===== config.mk =====
export PLATFORM = sky130hd
export DESIGN_NAME = tensor_transpose_address_flat
export DESIGN_NICKNAME = d
export VERILOG_FILES = /design/src/tta_pkg.sv /design/src/tta_if.sv /design/src/tta_cfg.sv /design/src/tta_front.sv /design/src/tta_queue.sv /design/src/tta_back.sv /design/src/tensor_transpose_address.sv /design/src/flat_wrapper.sv
export SDC_FILE = /design/constraint.sdc
export NUM_CORES = 2
export LEC_CHECK = 0
export ABC_AREA = 1
export BUFFER_PORTS_ARGS = -buffer_cell sky130_fd_sc_hd__buf_2
export CORE_MARGIN = 4
export CORE_UTILIZATION = 55
export DETAILED_ROUTE_END_ITERATION = 8
export PLACE_DENSITY = 0.73
export SKIP_CTS_REPAIR_TIMING = 1
export SLEW_MARGIN = 20
export SYNTH_ARGS = -nofsm -noshare
export SYNTH_HDL_FRONTEND = slang
export SYNTH_SLANG_ARGS = --single-unit

===== constraint.sdc =====
create_clock -name i_clk -period 15.7 [get_ports i_clk]
set_input_delay 3.14 -clock i_clk [delete_from_list [all_inputs] [get_ports i_clk]]
set_output_delay 3.14 -clock i_clk [all_outputs]
set_load 0.01 [all_outputs]

===== src/tta_pkg.sv =====
// Shared types, constants and helpers for the tensor transpose address generator.
// Used by the interfaces and by every module of the block; depends on nothing.
package tta_pkg;

    localparam int DIMS_MAX_DEF  = 4;
    localparam int OFS_BITS_DEF  = 16;
    localparam int IDX_W         = 16;
    localparam int EXT_W         = 17;
    localparam int NUM_SIZE_REGS = 4;
    localparam int MAP_W         = 3;
    localparam int ND_W          = 3;
    localparam int LMAP_W        = 8;
    localparam int DEST_W        = 16;
    localparam int ELEM_W        = 64;
    localparam int CFG_IDX_W     = 3;
    localparam int CFG_DATA_W    = 17;
    localparam int QUEUE_DEPTH   = 2;

    localparam logic [EXT_W-1:0]  MAX_EXTENT    = 17'h1_0000;
    localparam logic [ND_W-1:0]   RST_NUM_DIMS  = 3'd1;
    localparam logic [EXT_W-1:0]  RST_SIZE      = 17'd1;
    localparam logic [LMAP_W-1:0] RST_LEVEL_MAP = 8'd228;

    typedef enum logic [CFG_IDX_W-1:0] {
        REG_NUM_DIMS  = 3'd0,
        REG_SIZE_DIM0 = 3'd1,
        REG_SIZE_DIM1 = 3'd2,
        REG_SIZE_DIM2 = 3'd3,
        REG_SIZE_DIM3 = 3'd4,
        REG_LEVEL_MAP = 3'd5
    } t_cfg_reg;

    typedef enum logic [1:0] {
        ST_IDLE = 2'b01,
        ST_RUN  = 2'b10
    } t_stride_state;

    // Status from the configuration unit to the front end.
    typedef struct packed {
        logic            busy;
        logic            done;
        logic [ND_W-1:0] used_levels;
    } t_cfg_ctl;

    // An extent of zero acts as one, anything above the maximum acts as the maximum.
    function automatic logic [EXT_W-1:0] clamp_extent(input logic [EXT_W-1:0] size);
        logic [EXT_W-1:0] ext;
        ext = size;
        if (size == '0) begin
            ext = EXT_W'(1);
        end else if (size > MAX_EXTENT) begin
            ext = MAX_EXTENT;
        end
        return ext;
    endfunction

endpackage


===== src/tta_if.sv =====
// Valid/ready channel interfaces of the tensor transpose address generator.
// Depends on tta_pkg for the payload widths.
interface tta_elem_if;
    import tta_pkg::*;
    logic              valid;
    logic              ready;
    logic [ELEM_W-1:0] elem_real;
    logic [ELEM_W-1:0] elem_imag;
    modport source (output valid, elem_real, elem_imag, input ready);
    modport sink   (input valid, elem_real, elem_imag, output ready);
endinterface

interface tta_res_if;
    import tta_pkg::*;
    logic              valid;
    logic              ready;
    logic [DEST_W-1:0] dest_offset;
    logic [ELEM_W-1:0] out_real;
    logic [ELEM_W-1:0] out_imag;
    logic              last_elem;
    modport source (output valid, dest_offset, out_real, out_imag, last_elem, input ready);
    modport sink   (input valid, dest_offset, out_real, out_imag, last_elem, output ready);
endinterface

interface tta_cfg_if;
    import tta_pkg::*;
    logic                  valid;
    logic                  ready;
    logic [CFG_IDX_W-1:0]  index;
    logic [CFG_DATA_W-1:0] data;
    modport source (output valid, index, data, input ready);
    modport sink   (input valid, index, data, output ready);
endinterface


===== src/tta_cfg.sv =====
// Configuration registers and the sequential stride unit of the transpose address generator.
// Depends on tta_pkg and tta_cfg_if.
module tta_cfg #(
    parameter int MAX_DIMS    = tta_pkg::DIMS_MAX_DEF,
    parameter int OFFSET_BITS = tta_pkg::OFS_BITS_DEF
) (
    input  logic                                      i_clk,
    input  logic                                      i_rst_n,
    tta_cfg_if.sink                                   i_cfg,
    output tta_pkg::t_cfg_ctl                         o_ctl,
    output logic [MAX_DIMS-1:0][tta_pkg::EXT_W-1:0]   o_extent,
    output logic [MAX_DIMS-1:0][OFFSET_BITS-1:0]      o_stride
);
    import tta_pkg::*;

    localparam int KW = (MAX_DIMS > 1) ? $clog2(MAX_DIMS) : 1;
    localparam logic [KW-1:0] K_LAST = KW'(MAX_DIMS - 1);
    localparam int PW = OFFSET_BITS + EXT_W;

    logic [ND_W-1:0]                        r_num_dims;
    logic [NUM_SIZE_REGS-1:0][EXT_W-1:0]    r_size;
    logic [LMAP_W-1:0]                      r_level_map;

    t_stride_state                          r_state;
    logic [KW-1:0]                          r_k;
    logic [KW-1:0]                          r_m;
    logic [OFFSET_BITS-1:0]                 r_acc;
    logic                                   r_done;
    logic [MAX_DIMS-1:0][OFFSET_BITS-1:0]   r_stride;

    logic                                   w_we;
    logic [ND_W-1:0]                        w_used;
    logic [MAX_DIMS-1:0][EXT_W-1:0]         w_extent;
    logic [MAX_DIMS-1:0][MAP_W-1:0]         w_map;
    logic                                   w_use_m;
    logic [EXT_W-1:0]                       w_factor;
    logic [PW-1:0]                          w_prod;

    assign i_cfg.ready = 1'b1;
    assign w_we        = i_cfg.valid && i_cfg.ready;

    always_ff @(posedge i_clk) begin
        if (!i_rst_n) begin
            r_num_dims  <= RST_NUM_DIMS;
            r_size      <= {NUM_SIZE_REGS{RST_SIZE}};
            r_level_map <= RST_LEVEL_MAP;
        end else if (w_we) begin
            unique case (t_cfg_reg'(i_cfg.index))
                REG_NUM_DIMS:  r_num_dims  <= i_cfg.data[ND_W-1:0];
                REG_SIZE_DIM0: r_size[0]   <= i_cfg.data;
                REG_SIZE_DIM1: r_size[1]   <= i_cfg.data;
                REG_SIZE_DIM2: r_size[2]   <= i_cfg.data;
                REG_SIZE_DIM3: r_size[3]   <= i_cfg.data;
                REG_LEVEL_MAP: r_level_map <= i_cfg.data[LMAP_W-1:0];
                default: ;
            endcase
        end
    end

    always_comb begin
        if (r_num_dims == '0) begin
            w_used = ND_W'(1);
        end else if ({1'b0, r_num_dims} > (ND_W + 1)'(MAX_DIMS)) begin
            w_used = ND_W'(MAX_DIMS);
        end else begin
            w_used = r_num_dims;
        end
    end

    // Levels without a size register have extent one and map to themselves.
    for (genvar g = 0; g < MAX_DIMS; g++) begin : g_lvl
        if (g < NUM_SIZE_REGS) begin : g_reg
            assign w_extent[g] = clamp_extent(r_size[g]);
            assign w_map[g]    = MAP_W'(r_level_map[2*g +: 2]);
        end else begin : g_fix
            assign w_extent[g] = EXT_W'(1);
            assign w_map[g]    = MAP_W'(g);
        end
    end

    // Stride of level k is the product of the extents of the used levels
    // that map below it; one factor is folded in per cycle.
    assign w_use_m  = ({1'b0, ND_W'(r_m)} < {1'b0, w_used}) && (w_map[r_m] < w_map[r_k]);
    assign w_factor = w_use_m ? w_extent[r_m] : EXT_W'(1);
    assign w_prod   = PW'(r_acc) * PW'(w_factor);

    always_ff @(posedge i_clk) begin
        if (!i_rst_n) begin
            r_state <= ST_RUN;
            r_k     <= '0;
            r_m     <= '0;
            r_acc   <= OFFSET_BITS'(1);
            r_done  <= 1'b0;
        end else begin
            r_done <= 1'b0;
            if (w_we) begin
                r_state <= ST_RUN;
                r_k     <= '0;
                r_m     <= '0;
                r_acc   <= OFFSET_BITS'(1);
            end else begin
                unique case (r_state)
                    ST_IDLE: ;
                    ST_RUN: begin
                        if (r_m == K_LAST) begin
                            r_acc <= OFFSET_BITS'(1);
                            r_m   <= '0;
                            if (r_k == K_LAST) begin
                                r_state <= ST_IDLE;
                                r_done  <= 1'b1;
                            end else begin
                                r_k <= r_k + KW'(1);
                            end
                        end else begin
                            r_acc <= w_prod[OFFSET_BITS-1:0];
                            r_m   <= r_m + KW'(1);
                        end
                    end
                    default: r_state <= ST_IDLE;
                endcase
            end
        end
    end

    always_ff @(posedge i_clk) begin
        if (r_state == ST_RUN && r_m == K_LAST && !w_we) begin
            r_stride[r_k] <= w_prod[OFFSET_BITS-1:0];
        end
    end

    assign o_ctl.busy        = (r_state == ST_RUN);
    assign o_ctl.done        = r_done;
    assign o_ctl.used_levels = w_used;
    assign o_extent          = w_extent;
    assign o_stride          = r_stride;

`ifndef SYNTHESIS
    a_write_restarts: assert property (@(posedge i_clk) disable iff (!i_rst_n)
        w_we |=> o_ctl.busy)
        else $error("stride unit not busy after a register write");
    a_done_on_finish: assert property (@(posedge i_clk) disable iff (!i_rst_n)
        $fell(o_ctl.busy) |-> o_ctl.done)
        else $error("stride unit went idle without signaling done");
`endif

endmodule


===== src/tta_front.sv =====
// Front end: accepts words, steps the source odometer and the per-level offset terms.
// Depends on tta_pkg, tta_elem_if and the status of tta_cfg.
module tta_front #(
    parameter int MAX_DIMS    = tta_pkg::DIMS_MAX_DEF,
    parameter int OFFSET_BITS = tta_pkg::OFS_BITS_DEF
) (
    input  logic                                                  i_clk,
    input  logic                                                  i_rst_n,
    tta_elem_if.sink                                              i_elem,
    input  tta_pkg::t_cfg_ctl                                     i_ctl,
    input  logic [MAX_DIMS-1:0][tta_pkg::EXT_W-1:0]               i_extent,
    input  logic [MAX_DIMS-1:0][OFFSET_BITS-1:0]                  i_stride,
    input  logic                                                  i_q_ready,
    output logic                                                  o_push,
    output logic [1+2*tta_pkg::ELEM_W+MAX_DIMS*OFFSET_BITS-1:0]   o_entry
);
    import tta_pkg::*;

    localparam int KW = (MAX_DIMS > 1) ? $clog2(MAX_DIMS) : 1;
    localparam logic [KW-1:0] J_LAST = KW'(MAX_DIMS - 1);
    localparam int FW = IDX_W + OFFSET_BITS;

    logic [MAX_DIMS-1:0][IDX_W-1:0]         r_idx;
    logic [MAX_DIMS-1:0][OFFSET_BITS-1:0]   r_p;
    logic                                   r_fill;
    logic [KW-1:0]                          r_j;

    logic                                   w_accept;
    logic [MAX_DIMS-1:0]                    w_used;
    logic [MAX_DIMS-1:0]                    w_wrap;
    logic [MAX_DIMS:0]                      w_carry;
    logic [MAX_DIMS-1:0][IDX_W-1:0]         w_idx_nx;
    logic [MAX_DIMS-1:0][OFFSET_BITS-1:0]   w_p_nx;
    logic [MAX_DIMS-1:0][OFFSET_BITS-1:0]   w_p_out;
    logic                                   w_last;
    logic [FW-1:0]                          w_fill_prod;

    assign i_elem.ready = !i_ctl.busy && !i_ctl.done && !r_fill && i_q_ready;
    assign w_accept     = i_elem.valid && i_elem.ready;

    // Each term r_p[k] tracks r_idx[k] * stride[k], so an advance only adds
    // a stride or clears a term.
    always_comb begin
        w_carry[0] = 1'b1;
        w_last     = 1'b1;
        for (int k = 0; k < MAX_DIMS; k++) begin
            w_used[k]    = (k < int'(i_ctl.used_levels));
            w_wrap[k]    = ({1'b0, r_idx[k]} + EXT_W'(1)) >= i_extent[k];
            w_carry[k+1] = w_carry[k] && w_wrap[k];
            w_p_out[k]   = w_used[k] ? r_p[k] : '0;
            if (w_used[k] && !w_wrap[k]) begin
                w_last = 1'b0;
            end
            if (!w_used[k] || (w_carry[k] && w_wrap[k])) begin
                w_idx_nx[k] = '0;
                w_p_nx[k]   = '0;
            end else if (w_carry[k]) begin
                w_idx_nx[k] = r_idx[k] + IDX_W'(1);
                w_p_nx[k]   = r_p[k] + i_stride[k];
            end else begin
                w_idx_nx[k] = r_idx[k];
                w_p_nx[k]   = r_p[k];
            end
        end
    end

    assign w_fill_prod = FW'(r_idx[r_j]) * FW'(i_stride[r_j]);

    always_ff @(posedge i_clk) begin
        if (!i_rst_n) begin
            r_idx  <= '0;
            r_p    <= '0;
            r_fill <= 1'b0;
            r_j    <= '0;
        end else if (i_ctl.busy) begin
            r_fill <= 1'b0;
        end else if (i_ctl.done) begin
            r_fill <= 1'b1;
            r_j    <= '0;
        end else if (r_fill) begin
            // Rebuild the terms from the kept index under the new strides.
            r_p[r_j] <= w_fill_prod[OFFSET_BITS-1:0];
            if (r_j == J_LAST) begin
                r_fill <= 1'b0;
            end else begin
                r_j <= r_j + KW'(1);
            end
        end else if (w_accept) begin
            r_idx <= w_idx_nx;
            r_p   <= w_p_nx;
        end
    end

    assign o_push  = w_accept;
    assign o_entry = {w_last, i_elem.elem_real, i_elem.elem_imag, w_p_out};

`ifndef SYNTHESIS
    a_last_wraps: assert property (@(posedge i_clk) disable iff (!i_rst_n)
        w_accept && w_last |=> r_idx == '0)
        else $error("source index did not return to zero after the last word");
    a_fill_follows_done: assert property (@(posedge i_clk) disable iff (!i_rst_n)
        i_ctl.done |=> r_fill)
        else $error("offset terms not rebuilt after new strides");
`endif

endmodule


===== src/tta_queue.sv =====
// Short queue between the front end and the back end of the transpose address generator.
// Depends on tta_pkg for the depth.
module tta_queue #(
    parameter int DATA_W = 1
) (
    input  logic              i_clk,
    input  logic              i_rst_n,
    input  logic              i_push,
    input  logic [DATA_W-1:0] i_data,
    output logic              o_ready,
    output logic              o_valid,
    output logic [DATA_W-1:0] o_data,
    input  logic              i_pop
);
    import tta_pkg::*;

    localparam int PW = (QUEUE_DEPTH > 1) ? $clog2(QUEUE_DEPTH) : 1;
    localparam int CW = $clog2(QUEUE_DEPTH + 1);
    localparam logic [PW-1:0] P_LAST = PW'(QUEUE_DEPTH - 1);
    localparam logic [CW-1:0] C_FULL = CW'(QUEUE_DEPTH);

    logic [QUEUE_DEPTH-1:0][DATA_W-1:0] r_mem;
    logic [PW-1:0]                      r_wr;
    logic [PW-1:0]                      r_rd;
    logic [CW-1:0]                      r_count;

    assign o_ready = (r_count != C_FULL);
    assign o_valid = (r_count != '0);
    assign o_data  = r_mem[r_rd];

    always_ff @(posedge i_clk) begin
        if (i_push) begin
            r_mem[r_wr] <= i_data;
        end
    end

    always_ff @(posedge i_clk) begin
        if (!i_rst_n) begin
            r_wr    <= '0;
            r_rd    <= '0;
            r_count <= '0;
        end else begin
            if (i_push) begin
                r_wr <= (r_wr == P_LAST) ? '0 : r_wr + PW'(1);
            end
            if (i_pop) begin
                r_rd <= (r_rd == P_LAST) ? '0 : r_rd + PW'(1);
            end
            case ({i_push, i_pop})
                2'b10:   r_count <= r_count + CW'(1);
                2'b01:   r_count <= r_count - CW'(1);
                default: r_count <= r_count;
            endcase
        end
    end

`ifndef SYNTHESIS
    a_no_overflow: assert property (@(posedge i_clk) disable iff (!i_rst_n)
        (r_count <= C_FULL) && !(i_push && !o_ready) && !(i_pop && !o_valid))
        else $error("queue pushed when full or popped when empty");
`endif

endmodule


===== src/tta_back.sv =====
// Back end: sums the offset terms of a queued word and holds the result register.
// Depends on tta_pkg and tta_res_if.
module tta_back #(
    parameter int MAX_DIMS    = tta_pkg::DIMS_MAX_DEF,
    parameter int OFFSET_BITS = tta_pkg::OFS_BITS_DEF
) (
    input  logic                                                  i_clk,
    input  logic                                                  i_rst_n,
    input  logic                                                  i_valid,
    input  logic [1+2*tta_pkg::ELEM_W+MAX_DIMS*OFFSET_BITS-1:0]   i_data,
    output logic                                                  o_pop,
    tta_res_if.source                                             o_res
);
    import tta_pkg::*;

    localparam int PB = MAX_DIMS * OFFSET_BITS;

    logic              r_valid;
    logic [DEST_W-1:0] r_dest;
    logic [ELEM_W-1:0] r_real;
    logic [ELEM_W-1:0] r_imag;
    logic              r_last;

    logic                   w_pop;
    logic [OFFSET_BITS-1:0] w_sum;

    // Unused levels arrive as zero terms; the sum wraps modulo 2^OFFSET_BITS.
    always_comb begin
        w_sum = '0;
        for (int k = 0; k < MAX_DIMS; k++) begin
            w_sum = w_sum + i_data[k*OFFSET_BITS +: OFFSET_BITS];
        end
    end

    assign w_pop = i_valid && (!r_valid || o_res.ready);
    assign o_pop = w_pop;

    always_ff @(posedge i_clk) begin
        if (!i_rst_n) begin
            r_valid <= 1'b0;
        end else if (w_pop) begin
            r_valid <= 1'b1;
        end else if (o_res.ready) begin
            r_valid <= 1'b0;
        end
    end

    always_ff @(posedge i_clk) begin
        if (w_pop) begin
            r_dest <= DEST_W'(w_sum);
            r_imag <= i_data[PB +: ELEM_W];
            r_real <= i_data[PB+ELEM_W +: ELEM_W];
            r_last <= i_data[PB+2*ELEM_W];
        end
    end

    assign o_res.valid       = r_valid;
    assign o_res.dest_offset = r_dest;
    assign o_res.out_real    = r_real;
    assign o_res.out_imag    = r_imag;
    assign o_res.last_elem   = r_last;

endmodule


===== src/tensor_transpose_address.sv =====
// Top level of the tensor transpose address generator.
// Depends on tta_pkg, tta_if, tta_cfg, tta_front, tta_queue and tta_back.
//
// Words of a column-major tensor of up to MAX_DIMS levels enter on i_elem in source
// order, one per cycle unless held off; each leaves on o_res with its column-major
// offset in the transposed tensor (modulo 2^OFFSET_BITS), its two data halves
// unchanged, and a flag on the final word, after which the source index wraps to
// zero. Sustained rate is one word per cycle while o_res is ready and no rebuild runs:
// the odometer keeps one offset term per level and updates each with one add. A word
// passes through a two-entry queue into the result register; the queue lets input
// and output stall apart.
// After reset and after every register write, a multiplier in the configuration unit
// rebuilds the level strides, one factor per cycle, and a second one in the front end
// then rebuilds the offset terms, one level per cycle; i_elem is held off until both
// are done. Register writes are accepted at any time; the source index is kept
// across them.
module tensor_transpose_address #(
    parameter int MAX_DIMS    = tta_pkg::DIMS_MAX_DEF,
    parameter int OFFSET_BITS = tta_pkg::OFS_BITS_DEF
) (
    input  logic       i_clk,
    input  logic       i_rst_n,
    tta_elem_if.sink   i_elem,
    tta_cfg_if.sink    i_cfg,
    tta_res_if.source  o_res
);
    import tta_pkg::*;

    localparam int ENTRY_W = 1 + 2 * ELEM_W + MAX_DIMS * OFFSET_BITS;

    t_cfg_ctl                             w_ctl;
    logic [MAX_DIMS-1:0][EXT_W-1:0]       w_extent;
    logic [MAX_DIMS-1:0][OFFSET_BITS-1:0] w_stride;
    logic                                 w_push;
    logic [ENTRY_W-1:0]                   w_push_data;
    logic                                 w_q_ready;
    logic                                 w_q_valid;
    logic [ENTRY_W-1:0]                   w_q_data;
    logic                                 w_pop;

    tta_cfg #(
        .MAX_DIMS    (MAX_DIMS),
        .OFFSET_BITS (OFFSET_BITS)
    ) u_cfg (
        .i_clk    (i_clk),
        .i_rst_n  (i_rst_n),
        .i_cfg    (i_cfg),
        .o_ctl    (w_ctl),
        .o_extent (w_extent),
        .o_stride (w_stride)
    );

    tta_front #(
        .MAX_DIMS    (MAX_DIMS),
        .OFFSET_BITS (OFFSET_BITS)
    ) u_front (
        .i_clk     (i_clk),
        .i_rst_n   (i_rst_n),
        .i_elem    (i_elem),
        .i_ctl     (w_ctl),
        .i_extent  (w_extent),
        .i_stride  (w_stride),
        .i_q_ready (w_q_ready),
        .o_push    (w_push),
        .o_entry   (w_push_data)
    );

    tta_queue #(
        .DATA_W (ENTRY_W)
    ) u_queue (
        .i_clk   (i_clk),
        .i_rst_n (i_rst_n),
        .i_push  (w_push),
        .i_data  (w_push_data),
        .o_ready (w_q_ready),
        .o_valid (w_q_valid),
        .o_data  (w_q_data),
        .i_pop   (w_pop)
    );

    tta_back #(
        .MAX_DIMS    (MAX_DIMS),
        .OFFSET_BITS (OFFSET_BITS)
    ) u_back (
        .i_clk   (i_clk),
        .i_rst_n (i_rst_n),
        .i_valid (w_q_valid),
        .i_data  (w_q_data),
        .o_pop   (w_pop),
        .o_res   (o_res)
    );

endmodule

===== src/flat_wrapper.sv =====
// flat-port wrapper written by rule: the top's interface ports become plain ports
module tensor_transpose_address_flat import tta_pkg::*;
#(
    parameter int MAX_DIMS    = tta_pkg::DIMS_MAX_DEF,
    parameter int OFFSET_BITS = tta_pkg::OFS_BITS_DEF
)
  (i_clk, i_rst_n, i_elem_valid, i_elem_elem_real, i_elem_elem_imag, i_elem_ready, i_cfg_valid, i_cfg_index, i_cfg_data, i_cfg_ready, o_res_valid, o_res_dest_offset, o_res_out_real, o_res_out_imag, o_res_last_elem, o_res_ready);
  tta_elem_if i_elem_i ();
  tta_cfg_if i_cfg_i ();
  tta_res_if o_res_i ();
  input  logic i_clk;
  input  logic i_rst_n;
  input wire logic [$bits(i_elem_i.valid)-1:0] i_elem_valid;
  input wire logic [$bits(i_elem_i.elem_real)-1:0] i_elem_elem_real;
  input wire logic [$bits(i_elem_i.elem_imag)-1:0] i_elem_elem_imag;
  output wire logic [$bits(i_elem_i.ready)-1:0] i_elem_ready;
  input wire logic [$bits(i_cfg_i.valid)-1:0] i_cfg_valid;
  input wire logic [$bits(i_cfg_i.index)-1:0] i_cfg_index;
  input wire logic [$bits(i_cfg_i.data)-1:0] i_cfg_data;
  output wire logic [$bits(i_cfg_i.ready)-1:0] i_cfg_ready;
  output wire logic [$bits(o_res_i.valid)-1:0] o_res_valid;
  output wire logic [$bits(o_res_i.dest_offset)-1:0] o_res_dest_offset;
  output wire logic [$bits(o_res_i.out_real)-1:0] o_res_out_real;
  output wire logic [$bits(o_res_i.out_imag)-1:0] o_res_out_imag;
  output wire logic [$bits(o_res_i.last_elem)-1:0] o_res_last_elem;
  input wire logic [$bits(o_res_i.ready)-1:0] o_res_ready;
  assign i_elem_i.valid = i_elem_valid;
  assign i_elem_i.elem_real = i_elem_elem_real;
  assign i_elem_i.elem_imag = i_elem_elem_imag;
  assign i_elem_ready = i_elem_i.ready;
  assign i_cfg_i.valid = i_cfg_valid;
  assign i_cfg_i.index = i_cfg_index;
  assign i_cfg_i.data = i_cfg_data;
  assign i_cfg_ready = i_cfg_i.ready;
  assign o_res_valid = o_res_i.valid;
  assign o_res_dest_offset = o_res_i.dest_offset;
  assign o_res_out_real = o_res_i.out_real;
  assign o_res_out_imag = o_res_i.out_imag;
  assign o_res_last_elem = o_res_i.last_elem;
  assign o_res_i.ready = o_res_ready;
  tensor_transpose_address #(.MAX_DIMS(MAX_DIMS), .OFFSET_BITS(OFFSET_BITS)) u_core (.i_clk(i_clk), .i_rst_n(i_rst_n), .i_elem(i_elem_i), .i_cfg(i_cfg_i), .o_res(o_res_i));
endmodule

==> impl_metrics.ini <==
[outcome]
status = finished, final reports clean

[routing]
drcViolationCount = 0
vias_per_cell = 5.55
avgRoutedWirePerCell_um = 19.4
drt_iter0_drc = 3394
ant_nets = 0
vias = 35400
drt_wl_total_um = 124000
dr.pass1.iters = 6

[logic_synthesis]
syn_area_per_cell_sq_um = 9.30
synth_cells = 4983
synthDistinctLibCells = 60
yosysMostFrequentCell = nand2_1
synth-seq-area-share_pct = 48.8
synth_seq_cells = 833
synth_edf_count = 595
synth_top_area_share_pct = 38.5
netlist_top_cells_count = nand2_1, edfxtp_1, inv_1
ys.flop_type = edfxtp_1
async_flop_share_pct = 0
syn_nets = 5587
yosys.area.top_type = edfxtp_1
ys_top_cells_by_area = edfxtp_1, nand2_1, dfxtp_1
ys_warn_count = 0
synth_area_sq_um = 46400

[power]
power_density_nw_per_um2 = 113
clkPwrFrac_pct = 35.8
p_leak_uw = 0.0228
p_sw_uw = 1690
p_comb_share_pct = 18.1
ir_worst_vdd_mv = 0.158
pwr-share-seq_pct = 46.1
p_int_uw = 4160
p_sw_share_pct = 28.9

[critical_path]
slowest_stage = dfxtp_1
crit_type = reg2reg
slowest_delay_ns = 0.85
path_buf_inv = 6
path_common_cell = nand2_1
crit_fanout = 24
crit_path_start_kind = register
worstRegToRegCells = 32
crit_required_ns = 16.07
worst_ep_arrival_time_ns = 8.94
r2r-end = u_core.u_cfg.o_stride[47]
reg2reg_slack_ns = 7.13
crit_family = adder cells
endpoint_kind = register
r2r-start = u_core.u_cfg.r_m[1]

[die]
core_sq_um = 83600
pin_count = 301
die_h_um = 298
die-area_sq_um = 89000
start_util_pct = 55.5
die_x_um = 298
num_rows = 106

[cells_and_area]
drive_above_1_share_pct = 9.92
area_growth_pct = 11.5
num-fill-cells = 6882
final_nets = 5825

[global_routing]
met3_usage_pct = 3.42
grt_pass1_wl_um = 190000
grt_overflow = 0
grtUsageMet2_pct = 44.8
antenna_found_initial = 9
grt_pass1_vias = 33700
track_usage_pct = 27.3
busiest_layer = met2
grt_max_degree = 150
grt_use_met1_pct = 37.1

[placed_design]
pre_cts_ws_ns = 7.15
port_buffers = 299
gp_congestion = 0.932
hpwlAfterDp_um = 91000

[timing]
clock.fmax_mhz = 117
hold_viol = 0
relSlewSlack_pct = 24.2
slew_violations = 0
max_slew.worst_pin.slew_ns = 1.14
rsz0062_at_grt = false
tns_ns = 0
setup_violations = 0
fin_ws_ns = 7.13
period_needed_ns = 8.57
fin_worst_skew_ns = 0.0652
period_share_pct = 54.6

[clock_tree]
clk_pin_slew_ns = 0.07
h-tree-depth = 3
numCtsBuffers = 86
clockBufferDepth = 3
clk_latency_ns = 0.68
clockRootBuffer = clkbuf_16
cts_tree = built
cts.sinks = 833

[job]
cap_violations = 0

[hold_path]
min_to = u_core.u_front.r_p[20]
hold_depth = 2
hold_path.class = reg2reg
hold_path_startpoint = u_core.u_front.r_p[20]
cells by family after synthesis:
logic type | share of synthesized area, %
xor+xnor | 2.68
mux | 0.108
other cells | 0.00809
buf+inv | 6.63
compound gates | 8.72
simple gates | 17.7
fa+ha+maj | 15.3
flops | 48.8
power by group through the flow:
stage                     Combinational (uW)  Sequential (uW)  Clock [uW]
after global placement                  1050             2740           0
final                                   1060             2690        2100
after detailed placement                1070             2740           0
after floorplan                          556             2880           0
after CTS                               1070             2690        2130
after global routing                    1170             2710        2220
worst max-delay path by stage:
| stage | startpoint | to | slack [ns] | cells past startpoint |
|---|---|---|---|---|
| after global placement | u_core.u_cfg.r_m[1] | u_core.u_cfg.o_stride[15] | 7.34 | 34 |
| after global routing | u_core.u_cfg.r_m[1] | u_core.u_cfg.o_stride[31] | 6.49 | 34 |
| after CTS | u_core.u_cfg.r_m[1] | u_core.u_cfg.o_stride[15] | 7.13 | 34 |
| after detailed placement | u_core.u_cfg.r_m[1] | u_core.u_cfg.o_stride[15] | 7.15 | 34 |
| after floorplan | i_elem_valid | u_core.u_queue.r_mem[0] | 3.23 | 4 |
| final | u_core.u_cfg.r_m[1] | u_core.u_cfg.o_stride[47] | 7.13 | 32 |
worst min-delay path: cells and delay by family (launching register included):
family	cells	cell delay, ns
buffers and inverters	1	0.07
AOI/OAI and AO/OA	1	0.05
DFF	1	0.32
state kept, by name, indices dropped and copies added (netlist names), 3 cells and up:
name                             cells
u_core.u_cfg.r_num_dims              3
u_core.u_back.o_res.out_real        64
u_core.u_back.o_res.dest_offset     16
u_core.u_queue.r_mem               386
u_core.u_cfg.r_size                 68
u_core.u_cfg.r_level_map             8
u_core.u_front.r_p                  64
u_core.u_back.o_res.out_imag        64
u_core.u_cfg.o_stride               64
u_core.u_cfg.r_acc                  16
u_core.u_front.r_idx                64
routing by layer:
metal,up-vias,part of all wire (%)
met1,17000,42
met3,263,7.0
met4,0,4.2
li1,16800,-
met5,-,0
met2,1330,47
cells in the final DEF, fill, tap and decap left out, types with 17 or more instances in the layout:
master     count
nand2_1     1288
edfxtp_1     595
inv_1        578
nor2_1       493
a21oi_1      299
buf_2        298
ha_1         257
dfxtp_1      236
o21ai_0      202
fa_1         194
nand3_1      173
xor2_1       107
clkbuf_16     86
nor3_1        36
xnor2_1       33
o21ai_1       27
a211oi_1      27
buf_4         27
o211ai_1      22
nand4_1       22
clkinv_1      21
o22ai_1       19
clkbuf_1      18
inv_2         17
metrics by stage:
step / hold slack [ns] / total power (uW) / util, % / instance area, sq um / cells
2_1_floorplan: 0.446 / 3430 / - / 46400 / 4983
3_3_place_gp: 0.466 / 3780 / 58.3 / 48700 / 6213
3_5_place_dp: 0.474 / 3810 / 58.3 / 48700 / 6213
4_1_cts: 0.479 / 5900 / 61.8 / 51700 / 6372
5_1_grt: 0.501 / 6100 / 61.8 / 51700 / 6379
6_report: 0.485 / 5850 / 61.9 / 51700 / 6380
layout make-up:
class	instances	area, sq um	area share (%)
diodes	8	20.0	0.0387
inverters	609	2300	4.44
flip-flops and latches	833	22600	43.8
well taps	1080	1350	2.61
repair buffers	327	1730	3.36
clock buffers	108	2270	4.40
clock inverters	51	681	1.32
multi-input cells	3364	20700	40.0
No activity file was read; power rests on OpenSTA's default activity.
